$ cat src/design/cpu6502_instruction_predecoder_macros.svh
// Assertion macros shared by the predecoder RTL.
`ifndef CPU6502_INSTRUCTION_PREDECODER_MACROS_SVH
`define CPU6502_INSTRUCTION_PREDECODER_MACROS_SVH

// Check a condition at every clock edge outside reset.
`define P65_ASSERT_ALWAYS(label, cond, msg) \
    label: assert property (@(posedge i_clk) disable iff (!i_rst_n) (cond)) \
        else $error(msg);

// Check that a trigger implies a consequence in the next cycle.
`define P65_ASSERT_NEXT(label, trig, cons, msg) \
    label: assert property (@(posedge i_clk) disable iff (!i_rst_n) (trig) |=> (cons)) \
        else $error(msg);

`endif

$ cat src/design/p65_pkg.sv
// Opcode table, mnemonic and addressing mode codes for the 6502 predecoder.
package p65_pkg;

    typedef logic [5:0] t_mnem;
    typedef logic [3:0] t_mode;

    // Addressing modes
    localparam t_mode AM_IMP  = 4'd0;
    localparam t_mode AM_ACC  = 4'd1;
    localparam t_mode AM_IMM  = 4'd2;
    localparam t_mode AM_ZP   = 4'd3;
    localparam t_mode AM_ZPX  = 4'd4;
    localparam t_mode AM_ZPY  = 4'd5;
    localparam t_mode AM_ABS  = 4'd6;
    localparam t_mode AM_ABX  = 4'd7;
    localparam t_mode AM_ABY  = 4'd8;
    localparam t_mode AM_IND  = 4'd9;
    localparam t_mode AM_IZX  = 4'd10;
    localparam t_mode AM_IZY  = 4'd11;
    localparam t_mode AM_REL  = 4'd12;
    localparam t_mode AM_ZPI  = 4'd13;

    // Mnemonics, alphabetical
    localparam t_mnem MN_ADC = 6'd0,  MN_AND = 6'd1,  MN_ASL = 6'd2,  MN_BCC = 6'd3;
    localparam t_mnem MN_BCS = 6'd4,  MN_BEQ = 6'd5,  MN_BIT = 6'd6,  MN_BMI = 6'd7;
    localparam t_mnem MN_BNE = 6'd8,  MN_BPL = 6'd9,  MN_BRK = 6'd10, MN_BVC = 6'd11;
    localparam t_mnem MN_BVS = 6'd12, MN_CLC = 6'd13, MN_CLD = 6'd14, MN_CLI = 6'd15;
    localparam t_mnem MN_CLV = 6'd16, MN_CMP = 6'd17, MN_CPX = 6'd18, MN_CPY = 6'd19;
    localparam t_mnem MN_DEC = 6'd20, MN_DEX = 6'd21, MN_DEY = 6'd22, MN_EOR = 6'd23;
    localparam t_mnem MN_INC = 6'd24, MN_INX = 6'd25, MN_INY = 6'd26, MN_JMP = 6'd27;
    localparam t_mnem MN_JSR = 6'd28, MN_LDA = 6'd29, MN_LDX = 6'd30, MN_LDY = 6'd31;
    localparam t_mnem MN_LSR = 6'd32, MN_NOP = 6'd33, MN_ORA = 6'd34, MN_PHA = 6'd35;
    localparam t_mnem MN_PHP = 6'd36, MN_PLA = 6'd37, MN_PLP = 6'd38, MN_ROL = 6'd39;
    localparam t_mnem MN_ROR = 6'd40, MN_RTI = 6'd41, MN_RTS = 6'd42, MN_SBC = 6'd43;
    localparam t_mnem MN_SEC = 6'd44, MN_SED = 6'd45, MN_SEI = 6'd46, MN_STA = 6'd47;
    localparam t_mnem MN_STX = 6'd48, MN_STY = 6'd49, MN_TAX = 6'd50, MN_TAY = 6'd51;
    localparam t_mnem MN_TSX = 6'd52, MN_TXA = 6'd53, MN_TXS = 6'd54, MN_TYA = 6'd55;

    // Configuration register indexes
    localparam logic CFG_START = 1'b0;
    localparam logic CFG_END   = 1'b1;

    typedef struct packed {
        logic  valid;
        t_mnem mnem;
        t_mode mode;
    } t_op_info;

    // Instruction length in bytes for an addressing mode
    function automatic logic [1:0] mode_length(input t_mode mode);
        logic [1:0] len;
        if (mode == AM_IMP || mode == AM_ACC) begin
            len = 2'd1;
        end else if (mode == AM_ABS || mode == AM_ABX || mode == AM_ABY || mode == AM_IND) begin
            len = 2'd3;
        end else begin
            len = 2'd2;
        end
        return len;
    endfunction

    // Opcode lookup; unknown opcodes come back invalid with zero fields
    function automatic t_op_info decode_op(input logic [7:0] op);
        t_op_info r;
        unique case (op)
            8'h69: r = '{1'b1, MN_ADC, AM_IMM};  8'h65: r = '{1'b1, MN_ADC, AM_ZP};
            8'h75: r = '{1'b1, MN_ADC, AM_ZPX};  8'h6D: r = '{1'b1, MN_ADC, AM_ABS};
            8'h7D: r = '{1'b1, MN_ADC, AM_ABX};  8'h79: r = '{1'b1, MN_ADC, AM_ABY};
            8'h61: r = '{1'b1, MN_ADC, AM_IZX};  8'h71: r = '{1'b1, MN_ADC, AM_IZY};
            8'h29: r = '{1'b1, MN_AND, AM_IMM};  8'h25: r = '{1'b1, MN_AND, AM_ZP};
            8'h35: r = '{1'b1, MN_AND, AM_ZPX};  8'h2D: r = '{1'b1, MN_AND, AM_ABS};
            8'h3D: r = '{1'b1, MN_AND, AM_ABX};  8'h39: r = '{1'b1, MN_AND, AM_ABY};
            8'h21: r = '{1'b1, MN_AND, AM_IZX};  8'h31: r = '{1'b1, MN_AND, AM_IZY};
            8'h0A: r = '{1'b1, MN_ASL, AM_ACC};  8'h06: r = '{1'b1, MN_ASL, AM_ZP};
            8'h16: r = '{1'b1, MN_ASL, AM_ZPX};  8'h0E: r = '{1'b1, MN_ASL, AM_ABS};
            8'h1E: r = '{1'b1, MN_ASL, AM_ABX};
            8'h90: r = '{1'b1, MN_BCC, AM_REL};  8'hB0: r = '{1'b1, MN_BCS, AM_REL};
            8'hF0: r = '{1'b1, MN_BEQ, AM_REL};  8'h24: r = '{1'b1, MN_BIT, AM_ZP};
            8'h2C: r = '{1'b1, MN_BIT, AM_ABS};  8'h30: r = '{1'b1, MN_BMI, AM_REL};
            8'hD0: r = '{1'b1, MN_BNE, AM_REL};  8'h10: r = '{1'b1, MN_BPL, AM_REL};
            8'h00: r = '{1'b1, MN_BRK, AM_IMP};  8'h50: r = '{1'b1, MN_BVC, AM_REL};
            8'h70: r = '{1'b1, MN_BVS, AM_REL};
            8'h18: r = '{1'b1, MN_CLC, AM_IMP};  8'hD8: r = '{1'b1, MN_CLD, AM_IMP};
            8'h58: r = '{1'b1, MN_CLI, AM_IMP};  8'hB8: r = '{1'b1, MN_CLV, AM_IMP};
            8'hC9: r = '{1'b1, MN_CMP, AM_IMM};  8'hC5: r = '{1'b1, MN_CMP, AM_ZP};
            8'hD5: r = '{1'b1, MN_CMP, AM_ZPX};  8'hCD: r = '{1'b1, MN_CMP, AM_ABS};
            8'hDD: r = '{1'b1, MN_CMP, AM_ABX};  8'hD9: r = '{1'b1, MN_CMP, AM_ABY};
            8'hC1: r = '{1'b1, MN_CMP, AM_IZX};  8'hD1: r = '{1'b1, MN_CMP, AM_IZY};
            8'hE0: r = '{1'b1, MN_CPX, AM_IMM};  8'hE4: r = '{1'b1, MN_CPX, AM_ZP};
            8'hEC: r = '{1'b1, MN_CPX, AM_ABS};  8'hC0: r = '{1'b1, MN_CPY, AM_IMM};
            8'hC4: r = '{1'b1, MN_CPY, AM_ZP};   8'hCC: r = '{1'b1, MN_CPY, AM_ABS};
            8'hC6: r = '{1'b1, MN_DEC, AM_ZP};   8'hD6: r = '{1'b1, MN_DEC, AM_ZPX};
            8'hCE: r = '{1'b1, MN_DEC, AM_ABS};  8'hDE: r = '{1'b1, MN_DEC, AM_ABX};
            8'hCA: r = '{1'b1, MN_DEX, AM_IMP};  8'h88: r = '{1'b1, MN_DEY, AM_IMP};
            8'h49: r = '{1'b1, MN_EOR, AM_IMM};  8'h45: r = '{1'b1, MN_EOR, AM_ZP};
            8'h55: r = '{1'b1, MN_EOR, AM_ZPX};  8'h4D: r = '{1'b1, MN_EOR, AM_ABS};
            8'h5D: r = '{1'b1, MN_EOR, AM_ABX};  8'h59: r = '{1'b1, MN_EOR, AM_ABY};
            8'h41: r = '{1'b1, MN_EOR, AM_IZX};  8'h51: r = '{1'b1, MN_EOR, AM_IZY};
            8'hE6: r = '{1'b1, MN_INC, AM_ZP};   8'hF6: r = '{1'b1, MN_INC, AM_ZPX};
            8'hEE: r = '{1'b1, MN_INC, AM_ABS};  8'hFE: r = '{1'b1, MN_INC, AM_ABX};
            8'hE8: r = '{1'b1, MN_INX, AM_IMP};  8'hC8: r = '{1'b1, MN_INY, AM_IMP};
            8'h4C: r = '{1'b1, MN_JMP, AM_ABS};  8'h6C: r = '{1'b1, MN_JMP, AM_IND};
            8'h20: r = '{1'b1, MN_JSR, AM_ABS};
            8'hA9: r = '{1'b1, MN_LDA, AM_IMM};  8'hA5: r = '{1'b1, MN_LDA, AM_ZP};
            8'hB5: r = '{1'b1, MN_LDA, AM_ZPX};  8'hAD: r = '{1'b1, MN_LDA, AM_ABS};
            8'hBD: r = '{1'b1, MN_LDA, AM_ABX};  8'hB9: r = '{1'b1, MN_LDA, AM_ABY};
            8'hA1: r = '{1'b1, MN_LDA, AM_IZX};  8'hB1: r = '{1'b1, MN_LDA, AM_IZY};
            8'hA2: r = '{1'b1, MN_LDX, AM_IMM};  8'hA6: r = '{1'b1, MN_LDX, AM_ZP};
            8'hB6: r = '{1'b1, MN_LDX, AM_ZPY};  8'hAE: r = '{1'b1, MN_LDX, AM_ABS};
            8'hBE: r = '{1'b1, MN_LDX, AM_ABY};
            8'hA0: r = '{1'b1, MN_LDY, AM_IMM};  8'hA4: r = '{1'b1, MN_LDY, AM_ZP};
            8'hB4: r = '{1'b1, MN_LDY, AM_ZPX};  8'hAC: r = '{1'b1, MN_LDY, AM_ABS};
            8'hBC: r = '{1'b1, MN_LDY, AM_ABX};
            8'h4A: r = '{1'b1, MN_LSR, AM_ACC};  8'h46: r = '{1'b1, MN_LSR, AM_ZP};
            8'h56: r = '{1'b1, MN_LSR, AM_ZPX};  8'h4E: r = '{1'b1, MN_LSR, AM_ABS};
            8'h5E: r = '{1'b1, MN_LSR, AM_ABX};  8'hEA: r = '{1'b1, MN_NOP, AM_IMP};
            8'h09: r = '{1'b1, MN_ORA, AM_IMM};  8'h05: r = '{1'b1, MN_ORA, AM_ZP};
            8'h15: r = '{1'b1, MN_ORA, AM_ZPX};  8'h0D: r = '{1'b1, MN_ORA, AM_ABS};
            8'h1D: r = '{1'b1, MN_ORA, AM_ABX};  8'h19: r = '{1'b1, MN_ORA, AM_ABY};
            8'h01: r = '{1'b1, MN_ORA, AM_IZX};  8'h11: r = '{1'b1, MN_ORA, AM_IZY};
            8'h48: r = '{1'b1, MN_PHA, AM_IMP};  8'h08: r = '{1'b1, MN_PHP, AM_IMP};
            8'h68: r = '{1'b1, MN_PLA, AM_IMP};  8'h28: r = '{1'b1, MN_PLP, AM_IMP};
            8'h2A: r = '{1'b1, MN_ROL, AM_ACC};  8'h26: r = '{1'b1, MN_ROL, AM_ZP};
            8'h36: r = '{1'b1, MN_ROL, AM_ZPX};  8'h2E: r = '{1'b1, MN_ROL, AM_ABS};
            8'h3E: r = '{1'b1, MN_ROL, AM_ABX};
            8'h6A: r = '{1'b1, MN_ROR, AM_ACC};  8'h66: r = '{1'b1, MN_ROR, AM_ZP};
            8'h76: r = '{1'b1, MN_ROR, AM_ZPX};  8'h6E: r = '{1'b1, MN_ROR, AM_ABS};
            8'h7E: r = '{1'b1, MN_ROR, AM_ABX};
            8'h40: r = '{1'b1, MN_RTI, AM_IMP};  8'h60: r = '{1'b1, MN_RTS, AM_IMP};
            8'hE9: r = '{1'b1, MN_SBC, AM_IMM};  8'hE5: r = '{1'b1, MN_SBC, AM_ZP};
            8'hF5: r = '{1'b1, MN_SBC, AM_ZPX};  8'hED: r = '{1'b1, MN_SBC, AM_ABS};
            8'hFD: r = '{1'b1, MN_SBC, AM_ABX};  8'hF9: r = '{1'b1, MN_SBC, AM_ABY};
            8'hE1: r = '{1'b1, MN_SBC, AM_IZX};  8'hF1: r = '{1'b1, MN_SBC, AM_IZY};
            8'h38: r = '{1'b1, MN_SEC, AM_IMP};  8'hF8: r = '{1'b1, MN_SED, AM_IMP};
            8'h78: r = '{1'b1, MN_SEI, AM_IMP};
            8'h85: r = '{1'b1, MN_STA, AM_ZP};   8'h95: r = '{1'b1, MN_STA, AM_ZPX};
            8'h8D: r = '{1'b1, MN_STA, AM_ABS};  8'h9D: r = '{1'b1, MN_STA, AM_ABX};
            8'h99: r = '{1'b1, MN_STA, AM_ABY};  8'h81: r = '{1'b1, MN_STA, AM_IZX};
            8'h91: r = '{1'b1, MN_STA, AM_IZY};  8'h92: r = '{1'b1, MN_STA, AM_ZPI};
            8'h86: r = '{1'b1, MN_STX, AM_ZP};   8'h96: r = '{1'b1, MN_STX, AM_ZPY};
            8'h8E: r = '{1'b1, MN_STX, AM_ABS};  8'h84: r = '{1'b1, MN_STY, AM_ZP};
            8'h94: r = '{1'b1, MN_STY, AM_ZPX};  8'h8C: r = '{1'b1, MN_STY, AM_ABS};
            8'hAA: r = '{1'b1, MN_TAX, AM_IMP};  8'hA8: r = '{1'b1, MN_TAY, AM_IMP};
            8'hBA: r = '{1'b1, MN_TSX, AM_IMP};  8'h8A: r = '{1'b1, MN_TXA, AM_IMP};
            8'h9A: r = '{1'b1, MN_TXS, AM_IMP};  8'h98: r = '{1'b1, MN_TYA, AM_IMP};
            default: r = '{1'b0, MN_ADC, AM_IMP};
        endcase
        return r;
    endfunction

endpackage

$ cat src/design/cpu6502_instruction_predecoder.sv
// 6502 instruction predecoder: code byte stream in, one record per instruction out.
// Takes one code byte per cycle unless the output stalls; each byte is decoded in a
// single pass from the input handshake into the stream state or output register.
// A record is registered and presented in the cycle after its last byte is accepted.
// Throughput: one byte per cycle, limited only by output backpressure.
// Reset: synchronous; stream restarts at address 0 with end address 0xFFFF.
`include "cpu6502_instruction_predecoder_macros.svh"

module cpu6502_instruction_predecoder (
    input  logic        i_clk,
    input  logic        i_rst_n,
    // config write port
    input  logic        i_cfg_we,
    input  logic        i_cfg_index,
    input  logic [15:0] i_cfg_data,
    // code byte stream
    input  logic        i_s_tvalid,
    output logic        o_s_tready,
    input  logic [7:0]  i_s_tdata,      // [7:0] code_byte
    // decoded record stream
    output logic        o_m_tvalid,
    input  logic        i_m_tready,
    // [15:0] instr_address, [23:16] opcode_byte, [29:24] mnemonic_index,
    // [33:30] address_mode, [35:34] instr_length, [51:36] operand_value, [55:52] zero
    output logic [55:0] o_m_tdata,
    output logic        o_m_tuser,      // [0] opcode_valid
    output logic        o_m_tlast       // reached_end
);

    // Stream state
    logic [15:0]       r_end_addr;
    logic [15:0]       r_next_addr, n_next_addr;
    logic [15:0]       r_instr_start, n_instr_start;
    logic [7:0]        r_held_op, n_held_op;
    p65_pkg::t_mnem    r_held_mnem, n_held_mnem;
    p65_pkg::t_mode    r_held_mode, n_held_mode;
    logic [7:0]        r_low_byte, n_low_byte;
    logic [1:0]        r_pending, n_pending;
    logic              r_stopped, n_stopped;

    // Output register
    logic              r_out_valid;
    logic [51:0]       r_out_data, n_out_data;
    logic              r_out_user, n_out_user;
    logic              r_out_last, n_out_last;

    logic              s_accept;
    logic              emit;
    logic              start_write;
    logic [15:0]       next_inc;
    logic [15:0]       branch_target;
    logic [1:0]        op_len;
    p65_pkg::t_op_info op_info;

    // Take a new byte whenever the output slot is free or draining
    assign o_s_tready  = !r_out_valid || i_m_tready;
    assign s_accept    = i_s_tvalid && o_s_tready;
    assign start_write = i_cfg_we && (i_cfg_index == p65_pkg::CFG_START);

    assign op_info       = p65_pkg::decode_op(i_s_tdata);
    assign op_len        = p65_pkg::mode_length(op_info.mode);
    assign next_inc      = r_next_addr + 16'd1;
    assign branch_target = r_instr_start + 16'd2 + {{8{i_s_tdata[7]}}, i_s_tdata};

    // Decode the accepted byte against the stream state
    always_comb begin
        n_next_addr   = r_next_addr;
        n_instr_start = r_instr_start;
        n_held_op     = r_held_op;
        n_held_mnem   = r_held_mnem;
        n_held_mode   = r_held_mode;
        n_low_byte    = r_low_byte;
        n_pending     = r_pending;
        n_stopped     = r_stopped;
        emit          = 1'b0;
        n_out_data    = r_out_data;
        n_out_user    = r_out_user;
        n_out_last    = next_inc >= r_end_addr;
        if (s_accept && !r_stopped) begin
            if (r_pending == 2'd0) begin
                if (r_next_addr >= r_end_addr) begin
                    n_stopped = 1'b1;
                end else begin
                    n_instr_start = r_next_addr;
                    n_next_addr   = next_inc;
                    n_held_op     = i_s_tdata;
                    n_held_mnem   = op_info.mnem;
                    n_held_mode   = op_info.mode;
                    if (!op_info.valid) begin
                        emit       = 1'b1;
                        n_out_data = {8'd0, i_s_tdata, 2'd1, p65_pkg::AM_IMP,
                                      p65_pkg::MN_ADC, i_s_tdata, r_next_addr};
                        n_out_user = 1'b0;
                    end else if (op_len == 2'd1) begin
                        emit       = 1'b1;
                        n_out_data = {16'd0, 2'd1, op_info.mode, op_info.mnem,
                                      i_s_tdata, r_next_addr};
                        n_out_user = 1'b1;
                    end else begin
                        n_pending = op_len - 2'd1;
                    end
                end
            end else begin
                n_next_addr = next_inc;
                if (r_pending == 2'd2) begin
                    n_low_byte = i_s_tdata;
                    n_pending  = 2'd1;
                end else begin
                    emit       = 1'b1;
                    n_out_user = 1'b1;
                    if (p65_pkg::mode_length(r_held_mode) == 2'd3) begin
                        n_out_data = {i_s_tdata, r_low_byte, 2'd3, r_held_mode,
                                      r_held_mnem, r_held_op, r_instr_start};
                    end else if (r_held_mode == p65_pkg::AM_REL) begin
                        n_out_data = {branch_target, 2'd2, r_held_mode,
                                      r_held_mnem, r_held_op, r_instr_start};
                    end else begin
                        n_out_data = {8'd0, i_s_tdata, 2'd2, r_held_mode,
                                      r_held_mnem, r_held_op, r_instr_start};
                    end
                end
            end
        end
        // Close out the instruction and stop at the end address
        if (emit) begin
            n_pending = 2'd0;
            if (n_out_last) begin
                n_stopped = 1'b1;
            end
        end
        // Restart the stream on a start address write
        if (start_write) begin
            n_next_addr = i_cfg_data;
            n_pending   = 2'd0;
            n_stopped   = 1'b0;
        end
    end

    // Hold stream state and the end address
    always_ff @(posedge i_clk) begin
        if (!i_rst_n) begin
            r_end_addr  <= 16'hFFFF;
            r_next_addr <= 16'd0;
            r_pending   <= 2'd0;
            r_stopped   <= 1'b0;
            r_out_valid <= 1'b0;
        end else begin
            r_next_addr <= n_next_addr;
            r_pending   <= n_pending;
            r_stopped   <= n_stopped;
            if (emit) begin
                r_out_valid <= 1'b1;
            end else if (i_m_tready) begin
                r_out_valid <= 1'b0;
            end
            if (i_cfg_we && (i_cfg_index == p65_pkg::CFG_END)) begin
                r_end_addr <= i_cfg_data;
            end
        end
    end

    // Payload registers; the output fields are loaded only with a new record
    always_ff @(posedge i_clk) begin
        r_instr_start <= n_instr_start;
        r_held_op     <= n_held_op;
        r_held_mnem   <= n_held_mnem;
        r_held_mode   <= n_held_mode;
        r_low_byte    <= n_low_byte;
        if (emit) begin
            r_out_data <= n_out_data;
            r_out_user <= n_out_user;
            r_out_last <= n_out_last;
        end
    end

    assign o_m_tvalid = r_out_valid;
    assign o_m_tdata  = {4'd0, r_out_data};
    assign o_m_tuser  = r_out_user;
    assign o_m_tlast  = r_out_last;

    `P65_ASSERT_ALWAYS(a_pending_range, r_pending != 2'd3, "operand count out of range")
    `P65_ASSERT_ALWAYS(a_len_matches_mode,
        !r_out_valid || (r_out_user ? (r_out_data[35:34] ==
            p65_pkg::mode_length(r_out_data[33:30])) :
            (r_out_data[35:34] == 2'd1 && r_out_data[33:30] == p65_pkg::AM_IMP)),
        "record length does not match addressing mode")
    `P65_ASSERT_NEXT(a_last_stops, emit && n_out_last && !start_write,
        r_stopped, "decoder kept running after the end record")
    `P65_ASSERT_NEXT(a_operand_advances,
        s_accept && !r_stopped && r_pending != 2'd0 && !start_write,
        r_next_addr == $past(r_next_addr) + 16'd1, "operand byte did not advance address")

endmodule
$ cat config.mk
export PLATFORM = sky130hd
export DESIGN_NAME = cpu6502_instruction_predecoder
export DESIGN_NICKNAME = d
export VERILOG_FILES = /design/src/design/p65_pkg.sv /design/src/design/cpu6502_instruction_predecoder.sv
export VERILOG_INCLUDE_DIRS = /design/src /design/src/design
export SDC_FILE = /design/constraint.sdc
export NUM_CORES = 1
export LEC_CHECK = 0
export ABC_AREA = 1
export BUFFER_PORTS_ARGS = -buffer_cell sky130_fd_sc_hd__buf_2
export CAP_MARGIN = 30
export CORE_MARGIN = 8
export CORE_UTILIZATION = 40
export CTS_CLUSTER_SIZE = 20
export DETAILED_ROUTE_END_ITERATION = 10
export GPL_TIMING_DRIVEN = 0
export PLACE_DENSITY = 0.65
export SLEW_MARGIN = 20
export SYNTH_ARGS = -nofsm -noshare
export SYNTH_HDL_FRONTEND = slang
export SYNTH_SLANG_ARGS = --single-unit
$ cat constraint.sdc
create_clock -name i_clk -period 5.75 [get_ports i_clk]
set_clock_uncertainty 0.05 [all_clocks]
set_input_delay 0 -clock i_clk [delete_from_list [all_inputs] [get_ports i_clk]]
set_output_delay 0 -clock i_clk [all_outputs]
set_load 0.03 [all_outputs]
-- Word-level counts from Yosys, hierarchy flattened
Memory sizes are Yosys's and may differ from the RTL's.
Index checks and enable logic that the tools add are counted.
Widths: inputs -> output; s select.
- register bits after elaboration: 132
- bits in read-only memories: 2816
- input bits: 30
- output and inout bits: 60
- memories: 1
- memory list (name ; words ; bits a word ; read ports ; clocked after memory_dff ; wr ports ; RTL line ; RTL):
    (name not given) ; 256 ; 11 ; 1 ; 0 ; 0 ; p65_pkg.sv:65 ; unique case (op)
- add/sub/neg operators: 4
- $lt $le $gt $ge: 2
- equality and inequality tests: 20
- muxes and demuxes: 41
- bitwise operators: 4
- reductions and logical operators: 28
- operators by type and width (cell ; number):
    $mux 52 ; 7
    $mux 16 ; 4
    $ge 16x16->1 ; 2
    $eq 4x4->1 const B ; 5
    $mux 1 ; 20
    $mux 2 ; 10
    $add 16x1->16 const B ; 1
    $add 16x16->16 ; 1
    $add 16x2->16 const B ; 1
    $eq 4x3->1 const B ; 4
    $reduce_and 5->1 ; 2
    $logic_or 1x1->1 ; 9
    $eq 4x1->1 const B ; 2
    $logic_not 4->1 ; 2
    $ne 2x2->1 const B ; 4
    $reduce_and 3->1 ; 2
    $reduce_bool 2->1 ; 3
    $eq 2x2->1 const B ; 2
    $logic_and 1x1->1 ; 4
    $not 1->1 ; 4
    $ne 3x2->1 const B ; 1
    $ne 3x3->1 const B ; 1
    $reduce_or 3->1 ; 1
    $eq 2x1->1 const B ; 1
    5 further kinds ; 6

-- Logic depth before layout (Yosys ltp)
An unclocked memory read counts as a cell.
- depth in word-level cells: 14
- depth in mapped cells: 18
- mapped depth without buffers: 18

-- Least setup slack after synthesis
OpenSTA, ideal clock, no wires.
- path type: reg-to-reg
- start point: register r_pending[0]
- end point: register r_held_mnem[0], enable pin
- library setup time: 467 ps
- arrival: 3571 ps
- setup slack: 1661 ps
- stages on the path, launching flop included: 6
- path buffers: 2
- cell sequence: dfxtp_1 nor2_1 inv_1 clkbuf_1 clkbuf_1 nor3_1
- longest elaborated chain between the ends: 2
- ends and longest elaborated chain (what ; RTL line ; RTL):
    start, declared ; cpu6502_instruction_predecoder.sv:38 ; logic [1:0] r_pending, n_pending;
    start signal, assigned ; cpu6502_instruction_predecoder.sv:149 ; r_pending <= n_pending;
    $logic_not 2->1 ; cpu6502_instruction_predecoder.sv:80 ; if (r_pending == 2'd0) begin
    $reduce_and 3->1 (no source line) ; -- ;
    end signal, assigned ; cpu6502_instruction_predecoder.sv:166 ; r_held_mnem <= n_held_mnem;
    end, declared ; cpu6502_instruction_predecoder.sv:35 ; p65_pkg::t_mnem r_held_mnem, n_held_mnem;
Every way passes these cells.
A chain may end at the register's enable or synchronous reset.

==> insert_results.sql <==
INSERT INTO impl_metrics (metric_group, metric, value, unit) VALUES
('worst_setup_path', 'crit_reg_reg_startpoint', 'r_next_addr[1]$_SDFFE_PN0P_', ''),
('die', 'initial_core_util', '40.34', '%'),
('yosys', 'synth.distinct_cells', '53', ''),
('sta', 'min_period_over_period', '63.84', '%'),
('yosys', 'yosys-top-cells-count', 'sky130_fd_sc_hd__nand2_1 (289), sky130_fd_sc_hd__inv_1 (108), sky130_fd_sc_hd__edfxtp_1 (96)', ''),
('routing', 'avgViaCountPerCell', '5.468', ''),
('yosys', 'post_synth.cell_area_avg', '7.915', 'um^2'),
('yosys', 'synth_ff_type', 'sky130_fd_sc_hd__edfxtp_1', ''),
('clock_network', 'cts.htree.levels', '4', ''),
('clock_network', 'cts.sink_count', '132', ''),
('yosys', 'synth_enable_flop_cells', '96', ''),
('min_path', 'hold_path_depth', '4', ''),
('routing', 'detailroute.via_count', '8388', ''),
('global_route', 'maximum_number_of_pins_on_one_net_before_global_route_repair', '54', ''),
('yosys', 'synthMostInstantiatedCell', 'sky130_fd_sc_hd__nand2_1', ''),
('worst_setup_path', 'worstPathRequired', '5750', 'ps'),
('yosys', 'ys_seq_elements', '132', ''),
('cells_and_area', 'area_growth', '19.09', '%'),
('worst_setup_path', 'setup.worst_path.end_class', 'flop', ''),
('min_path', 'hold-path-endpoint', 'r_next_addr[2]$_SDFFE_PN0P_', ''),
('clock_network', 'post-cts-setup-buffers', '0', ''),
('global_route', 'gr-total-overflow', '0', ''),
('place', 'io_buffers', '85', ''),
('worst_setup_path', 'largest_fanout_of_any_net_on_the_critical_path', '53', ''),
('power', 'static_leak', '4.679', 'nW'),
('clock_network', 'clk_root_buffer_cell', 'sky130_fd_sc_hd__clkbuf_16', ''),
('sta', 'fmax', '272.4', 'MHz'),
('worst_setup_path', 'crit-reg2reg-capture', 'r_stopped$_SDFF_PP0_', ''),
('worst_setup_path', 'critical_path.startpoint_type', 'primary input', ''),
('sta', 'hold_violations', '0', ''),
('global_route', 'antenna_found_initial', '0', ''),
('place', 'dpl_worst_slack', '2291', 'ps'),
('yosys', 'synth_top_cell_by_area', 'sky130_fd_sc_hd__edfxtp_1', ''),
('routing', 'count_of_routing_violations_after_the_opening_detailed_route_iteration', '883', ''),
('job', 'drv_cap', '0', ''),
('worst_setup_path', 'rr_worst_depth', '17', ''),
('clock_network', 'cts_inserted_buffers', '17', ''),
('die', 'ios', '90', ''),
('global_route', 'number_of_global_route_vias_before_repair', '7925', ''),
('cells_and_area', 'num_antenna_cells', '0', ''),
('power', 'power_per_cell_area', '292.8', 'nW/um^2'),
('routing', 'drtAntennaViolNets', '0', ''),
('cells_and_area', 'fin_nets', '1340', ''),
('worst_setup_path', 'timing.setup.critical_path_class', 'in2reg', ''),
('place', 'gpl.final_weighted_congestion', '0.9384', ''),
('global_route', 'grt_pass1_wl', '45750', 'um'),
('clock_network', 'clkLatencyLatePin', '430', 'ps'),
('global_route', 'globalRouteMet1Util', '29.19', '%'),
('yosys', 'synth_top_area_share', '33.05', '%'),
('worst_setup_path', 'cp.arrival', '3670', 'ps'),
('die', 'number_of_core_rows', '54', ''),
('outcome', 'status', 'complete, no violations', ''),
('yosys', 'synthesis.area', '8722', 'um^2'),
('clock_network', 'clockBufferDepth', '2', ''),
('sta', 'worstMarginPinSlew', '755.9', 'ps'),
('routing', 'detailedRoute.firstPassIterationCount', '6', ''),
('min_path', 'worst_hold_class', 'in2reg', ''),
('sta', 'setup_tns', '0', 'ps'),
('yosys', 'syn_inst', '1102', ''),
('place', 'place.detailed.hpwl', '22210', 'um'),
('yosys', 'synth_warnings', '0', ''),
('sta', 'max-slew-margin-rel', '49.19', '%'),
('worst_setup_path', 'setup_slack_reg_to_reg', '2610', 'ps'),
('power', 'power.ir.vdd_worst', '225.2', 'uV'),
('sta', 'grt_setup_unrepaired', 'no', ''),
('sta', 'maxSlewViolCount', '0', ''),
('clock_network', 'clk_transition_reported_paths', '70', 'ps'),
('die', 'total_die_area', '26790', 'um^2'),
('yosys', 'asyncSetResetFlopFracSynth', '0', '%'),
('yosys', 'synth.yosys.seq_area_share', '41.31', '%'),
('sta', 'final_period_demand_of_the_worst_path', '3671', 'ps');
placed cells by master (no fill, tap or decap), types with 36 or more instances in the layout:
cell                       count
sky130_fd_sc_hd__a21oi_1      73
sky130_fd_sc_hd__inv_1       107
sky130_fd_sc_hd__nand3_1      82
sky130_fd_sc_hd__edfxtp_1     96
sky130_fd_sc_hd__ha_1         68
sky130_fd_sc_hd__nand2_1     289
sky130_fd_sc_hd__dfxtp_1      36
sky130_fd_sc_hd__buf_2        96
sky130_fd_sc_hd__nor2_1       72
sky130_fd_sc_hd__o21ai_0      81
worst max path at each step:
stage                                          from                      endpoint  cells past startpoint
after floorplan           r_pending[0]$_SDFFE_PP0P_      r_held_mnem[0]$_DFFE_PP_                      5
after global placement    r_pending[0]$_SDFFE_PP0P_    r_instr_start[9]$_DFFE_PP_                      5
after detailed placement               i_s_tdata[0]      r_out_data[40]$_DFFE_PP_                     14
after CTS                              i_s_tdata[0]  r_out_data[48]$_SDFFCE_PP0P_                     15
after global routing                   i_s_tdata[0]  r_out_data[44]$_SDFFCE_PP0P_                     15
final                                  i_s_tdata[0]       r_out_data[6]$_DFFE_PP_                     15
cell families after synthesis:
group           count (synthesis)  share of synthesized area (%)
buf+inv                       161                          7.660
compound gates                240                          15.91
fa+ha+maj                      69                          9.984
xor+xnor                       16                          1.607
flops                         132                          41.31
other cells                     1                        0.04299
simple gates                  482                          23.37
mux                             1                         0.1148
metrics by stage:
stage                     area [um^2]  hold slack (ps)  power (mW)  std cells
final                           10390            30.70       3.041       1534
after global routing            10390            52.83       3.180       1534
after CTS                       10390            19.37       3.048       1534
after detailed placement         9543            177.4       1.984       1473
after global placement           9509            172.2       1.978       1470
after floorplan                  8733            48.87       1.735       1105
power breakdown:
part	internal (mW)	switching, mW
combinational	0.235	0.556
clock	0.599	0.453
sequential	1.15	0.0477
routing by layer:
layer / routed length (um) / vias to the layer above
li1: - / 4062
met1: 12900 / 3901
met2: 13790 / 368
met3: 2074 / 57
met4: 888 / 0
met5: 0 / -
worst max-delay path: stages:
cell                            delay (ps)
sky130_fd_sc_hd__dlygate4sd3_1         530
sky130_fd_sc_hd__buf_2                 300
sky130_fd_sc_hd__inv_1                 280
sky130_fd_sc_hd__ha_1                  340
sky130_fd_sc_hd__o21ai_0               610
sky130_fd_sc_hd__nand2_1               120
sky130_fd_sc_hd__nand2_1               130
sky130_fd_sc_hd__nand3_1                80
sky130_fd_sc_hd__nand3_1               120
sky130_fd_sc_hd__nand2_1               150
sky130_fd_sc_hd__nor2_1                160
sky130_fd_sc_hd__nand2_1                80
sky130_fd_sc_hd__nand2_2               100
sky130_fd_sc_hd__nand2_2               100
sky130_fd_sc_hd__inv_4                 520
repair_timing:
action                                 4_1_cts  5_1_grt
endpoints found under the hold margin       51        0
gates resized for setup                      0        0
hold buffers                                29        0
flip-flops by register name (all words and copies together), names as in the netlist:
signal,flops
o_m_tlast,1
r_instr_start,16
r_out_data,52
r_held_op,8
r_end_addr,16
r_pending,2
r_stopped,1
o_m_tuser,1
r_next_addr,16
r_held_mnem,6
r_held_mode,4
o_m_tvalid,1
r_low_byte,8
cell type report:
| cell class | instances | area [um^2] | area share, % |
|---|---|---|---|
| inverter | 117 | 442.9 | 4.264 |
| sequential | 132 | 3603 | 34.69 |
| clock buffer | 18 | 429.2 | 4.132 |
| buffer | 44 | 227.7 | 2.192 |
| clock inverter | 14 | 125.1 | 1.205 |
| multi-input combinational | 812 | 4467 | 43.00 |
| tap | 280 | 350.3 | 3.373 |
| timing repair buffer | 117 | 742.0 | 7.143 |
Power figures use the tool's default switching activity.
